<file path="src/rtl/core/obmg_pkg.sv">
// Package for the odd-byte mask group codec.
// Holds the channel payload types, the job record passed front to back, and shared constants.
// No dependencies.
package obmg_pkg;

  localparam int unsigned GroupData  = 7;
  localparam int unsigned QueueDepth = 2;
  localparam int unsigned NumBanks   = 2;

  localparam logic [2:0] GROUP_LAST = 3'd6;
  localparam logic [7:0] MASK_INIT  = 8'h01;

  localparam logic JOB_SINGLE = 1'b0;
  localparam logic JOB_GROUP  = 1'b1;

  localparam logic DIR_ENCODE = 1'b0;
  localparam logic DIR_DECODE = 1'b1;

  typedef struct packed {
    logic [7:0] data_byte;
    logic       msg_last;
  } in_item_t;

  typedef struct packed {
    logic [7:0] out_byte;
    logic       run_last;
    logic       msg_end;
  } out_item_t;

  typedef struct packed {
    logic       kind;
    logic [7:0] data;
    logic [2:0] cnt;
    logic       bank;
    logic       last;
  } job_t;

  typedef struct packed {
    logic valid;
    logic bank;
  } release_t;

  typedef struct packed {
    logic       bank;
    logic [2:0] idx;
  } buf_rd_t;

endpackage

</file>
<file path="src/rtl/core/obmg_front.sv">
// Front end of the codec: takes requests, tracks group state, fills the group banks.
// Emits one job per group flush or per decoded byte; serves bank reads for the back end.
// Depends on obmg_pkg.
module obmg_front import obmg_pkg::*; (
  input  logic      clk,
  input  logic      rst_n,
  input  logic      cfg_valid,
  input  logic      cfg_data,
  output logic      cfg_ready,
  input  logic      in_valid,
  input  in_item_t  in_payload,
  output logic      in_ready,
  output logic      push_valid,
  output job_t      push_job,
  input  logic      push_ready,
  input  buf_rd_t   rd_req,
  output logic [7:0] rd_data,
  input  release_t  rel
);

  logic                direction_r, direction_nxt;
  logic [2:0]          fill_r, fill_nxt;
  logic [7:0]          mask_r, mask_nxt;
  logic [7:0]          dmask_r, dmask_nxt;
  logic                wr_bank_r, wr_bank_nxt;
  logic [NumBanks-1:0] busy_r, busy_nxt;
  logic [7:0]          buf_r [NumBanks][GroupData];

  logic       accept;
  logic [2:0] pos;
  logic [7:0] stored;
  logic [7:0] mask_upd;
  logic [7:0] dec_byte;
  logic       flush;

  assign cfg_ready = 1'b1;
  assign in_ready  = !cfg_valid && push_ready &&
                     ((direction_r == DIR_DECODE) || !busy_r[wr_bank_r]);
  assign accept    = in_valid && in_ready;
  assign pos       = fill_r;
  assign stored    = in_payload.data_byte | 8'h01;
  assign mask_upd  = mask_r | ({7'd0, in_payload.data_byte[0]} << (pos + 3'd1));
  assign flush     = (pos == GROUP_LAST) || in_payload.msg_last;
  assign dec_byte  = dmask_r[pos] ? in_payload.data_byte : in_payload.data_byte - 8'd1;
  assign rd_data   = buf_r[rd_req.bank][rd_req.idx];

  always_comb begin
    push_valid = 1'b0;
    push_job   = '{kind: JOB_GROUP, data: mask_upd, cnt: pos, bank: wr_bank_r,
                   last: in_payload.msg_last};
    if (direction_r == DIR_DECODE) begin
      push_valid = accept && (pos != 3'd0);
      push_job   = '{kind: JOB_SINGLE, data: dec_byte, cnt: 3'd0, bank: 1'b0,
                     last: in_payload.msg_last};
    end else begin
      push_valid = accept && flush;
    end
  end

  always_comb begin
    direction_nxt = direction_r;
    fill_nxt      = fill_r;
    mask_nxt      = mask_r;
    dmask_nxt     = dmask_r;
    wr_bank_nxt   = wr_bank_r;
    busy_nxt      = busy_r;
    if (rel.valid) begin
      busy_nxt[rel.bank] = 1'b0;
    end
    if (cfg_valid) begin
      direction_nxt = cfg_data;
      fill_nxt      = 3'd0;
      mask_nxt      = MASK_INIT;
      dmask_nxt     = 8'd0;
    end else if (accept) begin
      if (direction_r == DIR_DECODE) begin
        if (pos == 3'd0) begin
          dmask_nxt = in_payload.data_byte;
        end
        fill_nxt = in_payload.msg_last ? 3'd0 : pos + 3'd1;
      end else if (flush) begin
        busy_nxt[wr_bank_r] = 1'b1;
        wr_bank_nxt         = !wr_bank_r;
        fill_nxt            = 3'd0;
        mask_nxt            = MASK_INIT;
      end else begin
        fill_nxt = pos + 3'd1;
        mask_nxt = mask_upd;
      end
    end
  end

  always_ff @(posedge clk) begin
    if (!rst_n) begin
      direction_r <= DIR_ENCODE;
      fill_r      <= 3'd0;
      mask_r      <= MASK_INIT;
      dmask_r     <= 8'd0;
      wr_bank_r   <= 1'b0;
      busy_r      <= '0;
    end else begin
      direction_r <= direction_nxt;
      fill_r      <= fill_nxt;
      mask_r      <= mask_nxt;
      dmask_r     <= dmask_nxt;
      wr_bank_r   <= wr_bank_nxt;
      busy_r      <= busy_nxt;
    end
  end

  always_ff @(posedge clk) begin
    if (accept && (direction_r == DIR_ENCODE)) begin
      buf_r[wr_bank_r][pos] <= stored;
    end
  end

endmodule

</file>
<file path="src/rtl/core/obmg_queue.sv">
// Two-entry job queue between the front and back ends.
// Depends on obmg_pkg.
module obmg_queue import obmg_pkg::*; (
  input  logic clk,
  input  logic rst_n,
  input  logic push_valid,
  input  job_t push_job,
  output logic push_ready,
  output logic pop_valid,
  output job_t pop_job,
  input  logic pop_ready
);

  localparam int unsigned PtrW = $clog2(QueueDepth);
  localparam int unsigned CntW = $clog2(QueueDepth + 1);

  job_t            q_r [QueueDepth];
  logic [PtrW-1:0] wr_ptr_r, rd_ptr_r;
  logic [CntW-1:0] cnt_r;
  logic            do_push, do_pop;

  assign push_ready = (cnt_r != CntW'(QueueDepth));
  assign pop_valid  = (cnt_r != '0);
  assign pop_job    = q_r[rd_ptr_r];
  assign do_push    = push_valid && push_ready;
  assign do_pop     = pop_valid && pop_ready;

  always_ff @(posedge clk) begin
    if (!rst_n) begin
      wr_ptr_r <= '0;
      rd_ptr_r <= '0;
      cnt_r    <= '0;
    end else begin
      if (do_push) begin
        wr_ptr_r <= (wr_ptr_r == PtrW'(QueueDepth - 1)) ? '0 : wr_ptr_r + 1'b1;
      end
      if (do_pop) begin
        rd_ptr_r <= (rd_ptr_r == PtrW'(QueueDepth - 1)) ? '0 : rd_ptr_r + 1'b1;
      end
      if (do_push && !do_pop) begin
        cnt_r <= cnt_r + 1'b1;
      end else if (do_pop && !do_push) begin
        cnt_r <= cnt_r - 1'b1;
      end
    end
  end

  always_ff @(posedge clk) begin
    if (do_push) begin
      q_r[wr_ptr_r] <= push_job;
    end
  end

endmodule

</file>
<file path="src/rtl/core/obmg_back.sv">
// Back end of the codec: runs jobs from the queue and drives the output register.
// A group job sends the mask byte, then reads its bank one byte per cycle while the output is not stalled.
// Depends on obmg_pkg.
module obmg_back import obmg_pkg::*; (
  input  logic       clk,
  input  logic       rst_n,
  input  logic       pop_valid,
  input  job_t       pop_job,
  output logic       pop_ready,
  output buf_rd_t    rd_req,
  input  logic [7:0] rd_data,
  output release_t   rel,
  output logic       out_valid,
  output out_item_t  out_payload,
  input  logic       out_ready
);

  logic       active_r, active_nxt;
  job_t       job_r, job_nxt;
  logic [2:0] idx_r, idx_nxt;
  logic       out_valid_r, out_valid_nxt;
  out_item_t  out_r, out_nxt;

  logic       can_load;
  logic [2:0] rd_idx;
  logic       last_byte;

  assign can_load    = !out_valid_r || out_ready;
  assign pop_ready   = !active_r && can_load;
  assign rd_idx      = idx_r - 3'd1;
  assign rd_req      = '{bank: job_r.bank, idx: rd_idx};
  assign last_byte   = (rd_idx == job_r.cnt);
  assign rel         = '{valid: active_r && can_load && last_byte, bank: job_r.bank};
  assign out_valid   = out_valid_r;
  assign out_payload = out_r;

  always_comb begin
    active_nxt    = active_r;
    job_nxt       = job_r;
    idx_nxt       = idx_r;
    out_valid_nxt = out_valid_r;
    out_nxt       = out_r;
    if (can_load) begin
      out_valid_nxt = 1'b0;
      if (active_r) begin
        out_valid_nxt = 1'b1;
        out_nxt       = '{out_byte: rd_data, run_last: last_byte,
                          msg_end: last_byte && job_r.last};
        if (last_byte) begin
          active_nxt = 1'b0;
        end else begin
          idx_nxt = idx_r + 3'd1;
        end
      end else if (pop_valid) begin
        out_valid_nxt = 1'b1;
        if (pop_job.kind == JOB_SINGLE) begin
          out_nxt = '{out_byte: pop_job.data, run_last: 1'b1, msg_end: pop_job.last};
        end else begin
          out_nxt    = '{out_byte: pop_job.data, run_last: 1'b0, msg_end: 1'b0};
          active_nxt = 1'b1;
          job_nxt    = pop_job;
          idx_nxt    = 3'd1;
        end
      end
    end
  end

  always_ff @(posedge clk) begin
    if (!rst_n) begin
      active_r    <= 1'b0;
      out_valid_r <= 1'b0;
      idx_r       <= 3'd1;
    end else begin
      active_r    <= active_nxt;
      out_valid_r <= out_valid_nxt;
      idx_r       <= idx_nxt;
    end
  end

  always_ff @(posedge clk) begin
    job_r <= job_nxt;
    out_r <= out_nxt;
  end

endmodule

</file>
<file path="src/rtl/core/odd_byte_mask_group_codec.sv">
// Top level of the odd-byte mask group codec: front end, job queue, back end.
// Depends on obmg_pkg, obmg_front, obmg_queue, obmg_back.
//
//   channel  handshake             payload
//   in       in_valid/in_ready     in_payload  (in_item_t: data_byte, msg_last)
//   out      out_valid/out_ready   out_payload (out_item_t: out_byte, run_last, msg_end)
//   cfg      cfg_valid/cfg_ready   cfg_data    (direction)
//
// Encode: one request per cycle into a group bank while not stalled; a full or final
// group costs mask + n bytes, sent one byte per cycle from the back end while the
// output is not stalled.
// Decode: one request per cycle while not stalled, one output byte per data request.
// Two group banks and a two-entry job queue let input and output stall independently.
// A direction write holds the input for that cycle.
// Reset is synchronous; no clearing pass, the block is ready the cycle after reset.
module odd_byte_mask_group_codec import obmg_pkg::*; (
  input  logic      clk,
  input  logic      rst_n,
  input  logic      cfg_valid,
  output logic      cfg_ready,
  input  logic      cfg_data,
  input  logic      in_valid,
  output logic      in_ready,
  input  in_item_t  in_payload,
  output logic      out_valid,
  input  logic      out_ready,
  output out_item_t out_payload
);

  logic       push_valid, push_ready;
  job_t       push_job;
  logic       pop_valid, pop_ready;
  job_t       pop_job;
  buf_rd_t    rd_req;
  logic [7:0] rd_data;
  release_t   rel;

  obmg_front u_front (
    .clk        (clk),
    .rst_n      (rst_n),
    .cfg_valid  (cfg_valid),
    .cfg_data   (cfg_data),
    .cfg_ready  (cfg_ready),
    .in_valid   (in_valid),
    .in_payload (in_payload),
    .in_ready   (in_ready),
    .push_valid (push_valid),
    .push_job   (push_job),
    .push_ready (push_ready),
    .rd_req     (rd_req),
    .rd_data    (rd_data),
    .rel        (rel)
  );

  obmg_queue u_queue (
    .clk        (clk),
    .rst_n      (rst_n),
    .push_valid (push_valid),
    .push_job   (push_job),
    .push_ready (push_ready),
    .pop_valid  (pop_valid),
    .pop_job    (pop_job),
    .pop_ready  (pop_ready)
  );

  obmg_back u_back (
    .clk         (clk),
    .rst_n       (rst_n),
    .pop_valid   (pop_valid),
    .pop_job     (pop_job),
    .pop_ready   (pop_ready),
    .rd_req      (rd_req),
    .rd_data     (rd_data),
    .rel         (rel),
    .out_valid   (out_valid),
    .out_payload (out_payload),
    .out_ready   (out_ready)
  );

  a_msg_end_closes_run : assert property (@(posedge clk) disable iff (!rst_n)
    out_valid && out_payload.msg_end |-> out_payload.run_last)
    else $error("msg_end without run_last");

  a_push_has_room : assert property (@(posedge clk) disable iff (!rst_n)
    push_valid |-> push_ready)
    else $error("job pushed into full queue");

  a_pop_ready_idle_back : assert property (@(posedge clk) disable iff (!rst_n)
    pop_valid && pop_ready |=> out_valid)
    else $error("popped job produced no output");

  a_reset_clears_out : assert property (@(posedge clk)
    !rst_n |=> !out_valid)
    else $error("output valid after reset");

endmodule

</file>
<file path="config.mk">
export PLATFORM = sky130hd
export DESIGN_NAME = odd_byte_mask_group_codec
export DESIGN_NICKNAME = d
export VERILOG_FILES = /design/src/rtl/core/obmg_pkg.sv /design/src/rtl/core/obmg_front.sv /design/src/rtl/core/obmg_queue.sv /design/src/rtl/core/obmg_back.sv /design/src/rtl/core/odd_byte_mask_group_codec.sv
export SDC_FILE = /design/constraint.sdc
export NUM_CORES = 1
export LEC_CHECK = 0
export BUFFER_PORTS_ARGS = -buffer_cell sky130_fd_sc_hd__buf_4
export CORE_AREA = 5 5 123 125
export DETAILED_ROUTE_END_ITERATION = 16
export DIE_AREA = 0 0 128 130
export GPL_TIMING_DRIVEN = 0
export PLACE_DENSITY = 0.71
export REMOVE_ABC_BUFFERS = 1
export SETUP_SLACK_MARGIN = 0.3
export SLEW_MARGIN = 25
export SYNTH_ARGS = -nofsm -noshare
export SYNTH_HDL_FRONTEND = slang
export SYNTH_HIERARCHICAL = 1
export SYNTH_SLANG_ARGS = --single-unit
</file>
<file path="constraint.sdc">
create_clock -name clk -period 2.4 [get_ports clk]
set_input_delay 0.24 -clock clk [delete_from_list [all_inputs] [get_ports clk]]
set_output_delay 0.24 -clock clk [all_outputs]
set_load 0.005 [all_outputs]
</file>
==> flow_summary_export.csv <==
group,metric,value,unit
run_status,status,"finished, final reports clean",
yosys,ys_ff_latch,174,
layout,layout_commonest_cell,"edfxtp_1",
drt,ant_nets,0,
placement,dp_hpwl,9380,um
timing,setup_tns,0,ns
layout,final_util,65.7,%
hold_path,hold_class,"primary input to register",
global_route,grt_pass1_wl,24200,um
placement,post_dp_cell_area,0.00784,sq mm
power,sw_frac_of_total,25.1,%
die,ioPinCount,28,
power,p_switching,2.06,mW
yosys,netlist_instances,517,
yosys,synth.area.top_cells,"edfxtp_1 (57%), dfxtp_1 (8.8%), mux4_2 (5.4%)",
yosys,synth_area,0.00749,sq mm
drt,drt-pass1-iter-count,5,
worst_setup_path,ff2ff_setup_slack,0.25,ns
die,start_util,54.4,%
yosys,ys_async_sr_fraction,0,%
clock_network,cts.sinks,174,
run,max-cap-violations,0,
worst_setup_path,critPathMaxFanout,7,
yosys,ys.flop_type,"edfxtp_1",
yosys,synth_simple_gate_area_share,8.67,%
clock_network,holdBufCountCts,0,
worst_setup_path,path_class,"register to register",
yosys,synth_area_per_cell,14.5,sq um
layout,fin_cells,768,
layout,drive_gt1_share,33.2,%
power,p_per_area,908,mW/mm^2
timing,relSlewSlack,53.9,%
placement,dp.cells,700,
power,share_seq_of_total_power,44.8,%
clock_network,clockBufferDepth,2,
global_route,grt_pass1_vias,4409,
layout,final_cell_area,0.00905,sq mm
global_route,antenna_found_initial,0,
die,die_w,128,um
yosys,synth_top_area_share,56.5,%
worst_setup_path,worstPathArrival,2.31,ns
drt,num_vias,4526,
layout,layout.nets,598,
power,p_leak,3.10,nW
die,core,0.0138,sq mm
yosys,synth_compound_area_share,6.45,%
layout,antenna_cells,0,
timing,setup_viol,0,
power,combPwrFrac,21.5,%
timing,maxSlewViolCount,0,
timing,min_period_over_period,89.5,%
hold_path,min_path_cells,1,
die,dieArea,0.0166,sq mm
placement,routabilityCongestion,0.843,
clock_network,cts_buffers,17,
timing,fmax,466,MHz
yosys,synth_fa_ha_area_share,1.17,%
placement,portBuffers,26,
clock_network,cts.htree.levels,4,
drt,drt_wl_total,16000,um
timing,rsz0062_at_grt,"yes",
drt,wl_per_cell,20.9,um
power,clockPowerShare,33.7,%
clock_network,clk_pin_slew,0.06,ns
global_route,grt-ovfl-total,0,
clock_network,root_buffer,"clkbuf_16",
yosys,seq_area_frac_synth,65.4,%
drt,drt_iter0_markers,594,
die,rows,43,
worst_setup_path,r2r_cells,7,
yosys,synth_cell_types,64,
yosys,synth_edf_count,141,
yosys,synth_top_cell_by_area,"edfxtp_1",
worst_setup_path,worstSetupStartpointType,"register",
yosys,synth_top_family_by_area,"multiplexers",
worst_setup_path,cp.required,2.56,ns
yosys,yosys_warnings,6,
power,ir_drop,0.507,mV
drt,route.detailed.drc,0,
placement,pre_cts_ws,-1.09,ns
timing,tightest_slew,0.688,ns
die,die_h,130,um
global_route,track_usage,19.6,%
clock_network,cts_tree,"done",
worst_setup_path,end_kind,"register",
layout,areaGrowthSynthToFinish,20.9,%
timing,worst_slack,0.253,ns
yosys,synth_xor_area_share,1.94,%
power,p_int,6.16,mW
timing,hold_viol,0,
drt,vias_per_cell,5.89,
timing,fin_crit,2.15,ns
global_route,grt_max_degree,21,
clock_network,clk_latency,0.42,ns
timing,fin_skew,0.00874,ns
layout,mostFrequentLayoutCells,"edfxtp_1 (141), buf_4 (58), mux2i_1 (32)",
yosys,synth.area.mux_share,13.3,%
## cells by family (layout without fill, tap and decap cells)
group / Yosys count / after routing
multiplexers: 74 / 74
AO/OA/AOI/OAI: 73 / 73
AND/OR/NAND/NOR: 126 / 127
flip-flops: 174 / 174
adder cells (fa/ha/maj): 7 / 7
other: 1 / 1
XOR/XNOR: 15 / 15
buffers and inverters: 47 / 117
## repair_timing
item | in CTS | in global routing
hold endpoints to repair | 0 | 0
pin swaps | 5 | 11
gates cloned | 3 | 0
setup endpoints to repair | 169 | 95
buffers inserted | 22 | 12
resized for setup | 62 | 24
## final cells by class
class                      instances  area (sq um)
inverter                          20          86.3
multi-input combinational        297          2640
tap                              180           225
timing repair inverter             1          7.51
clock buffer                      22           444
sequential                       174          4920
fill                             930          4720
timing repair buffer              65           582
clock inverter                     9           143
## cell usage after synthesis, drive strengths merged, types with 2 or more instances
| master | count |
|---|---|
| xnor2 | 10 |
| nor2b | 7 |
| edfxtp | 141 |
| mux2 | 23 |
| a21oi | 16 |
| o21ai | 24 |
| nand4 | 3 |
| inv | 20 |
| o22ai | 8 |
| and2 | 7 |
| ha | 7 |
| nand3b | 2 |
| a211oi | 4 |
| buf | 16 |
| nor2 | 40 |
| or2 | 2 |
| dfxtp | 33 |
| nor3 | 10 |
| nand3 | 9 |
| and3 | 2 |
| nand2 | 24 |
| clkbuf | 11 |
| a31oi | 2 |
| mux4 | 18 |
| mux2i | 33 |
| o221ai | 3 |
| a21boi | 5 |
| nor3b | 3 |
| a22oi | 2 |
| or3 | 3 |
| xor2 | 4 |
| nand2b | 7 |
## state kept, by name, summed over array words and instances (netlist names), 2 cells and up, named ones only
register / flops
u_queue/cnt_r: 2
u_back/out_payload: 10
u_front/mask_r: 8
u_front/dmask_r: 8
u_front/busy_r: 2
u_front/buf_r: 98
u_back/idx_r: 3
u_queue/q_r: 28
u_back/job_r: 4
u_front/fill_r: 3
## path summary, 6_finish.rpt
path,start,to
worst min register to register,u_front/mask_r[1],u_front/mask_r[1]
worst max-delay path,u_back/rd_req[3],u_back/out_payload[7]
worst min-delay path,in_payload[0],u_queue/q_r[0][0]
worst max register to register,u_back/rd_req[3],u_back/out_payload[7]
## metrics by stage
step	total power [mW]	hold WS, ns
final	8.22	0.0728
after global routing	8.54	0.0545
after CTS	8.16	0.0483
after detailed placement	5.13	0.444
after global placement	5.05	0.425
after floorplan	4.60	0.339
## worst max-delay path, cell delays in order, from the launching register on
cell	delay (ns)
edfxtp_1	0.43
buf_12	0.16
buf_16	0.14
buf_12	0.14
mux4_2	0.47
mux2i_1	0.17
o21ai_1	0.11
mux2_4	0.27
## power by group through the flow
stage	combinational [mW]	sequential [mW]	clock (mW)
floorplan	0.826	3.77	0
global placement	1.24	3.81	0
detailed placement	1.39	3.75	0
CTS	1.67	3.67	2.81
global route	1.90	3.70	2.94
finish	1.77	3.68	2.77
## per-layer routing
metal	wire, um	track usage (%)	up-vias
li1	-	-	2066
met1	6890	27.1	2257
met2	7680	29.9	171
met3	1010	4.63	32
met4	470	8.99	0
met5	0	0	-
(Power assumes the default switching activity.)
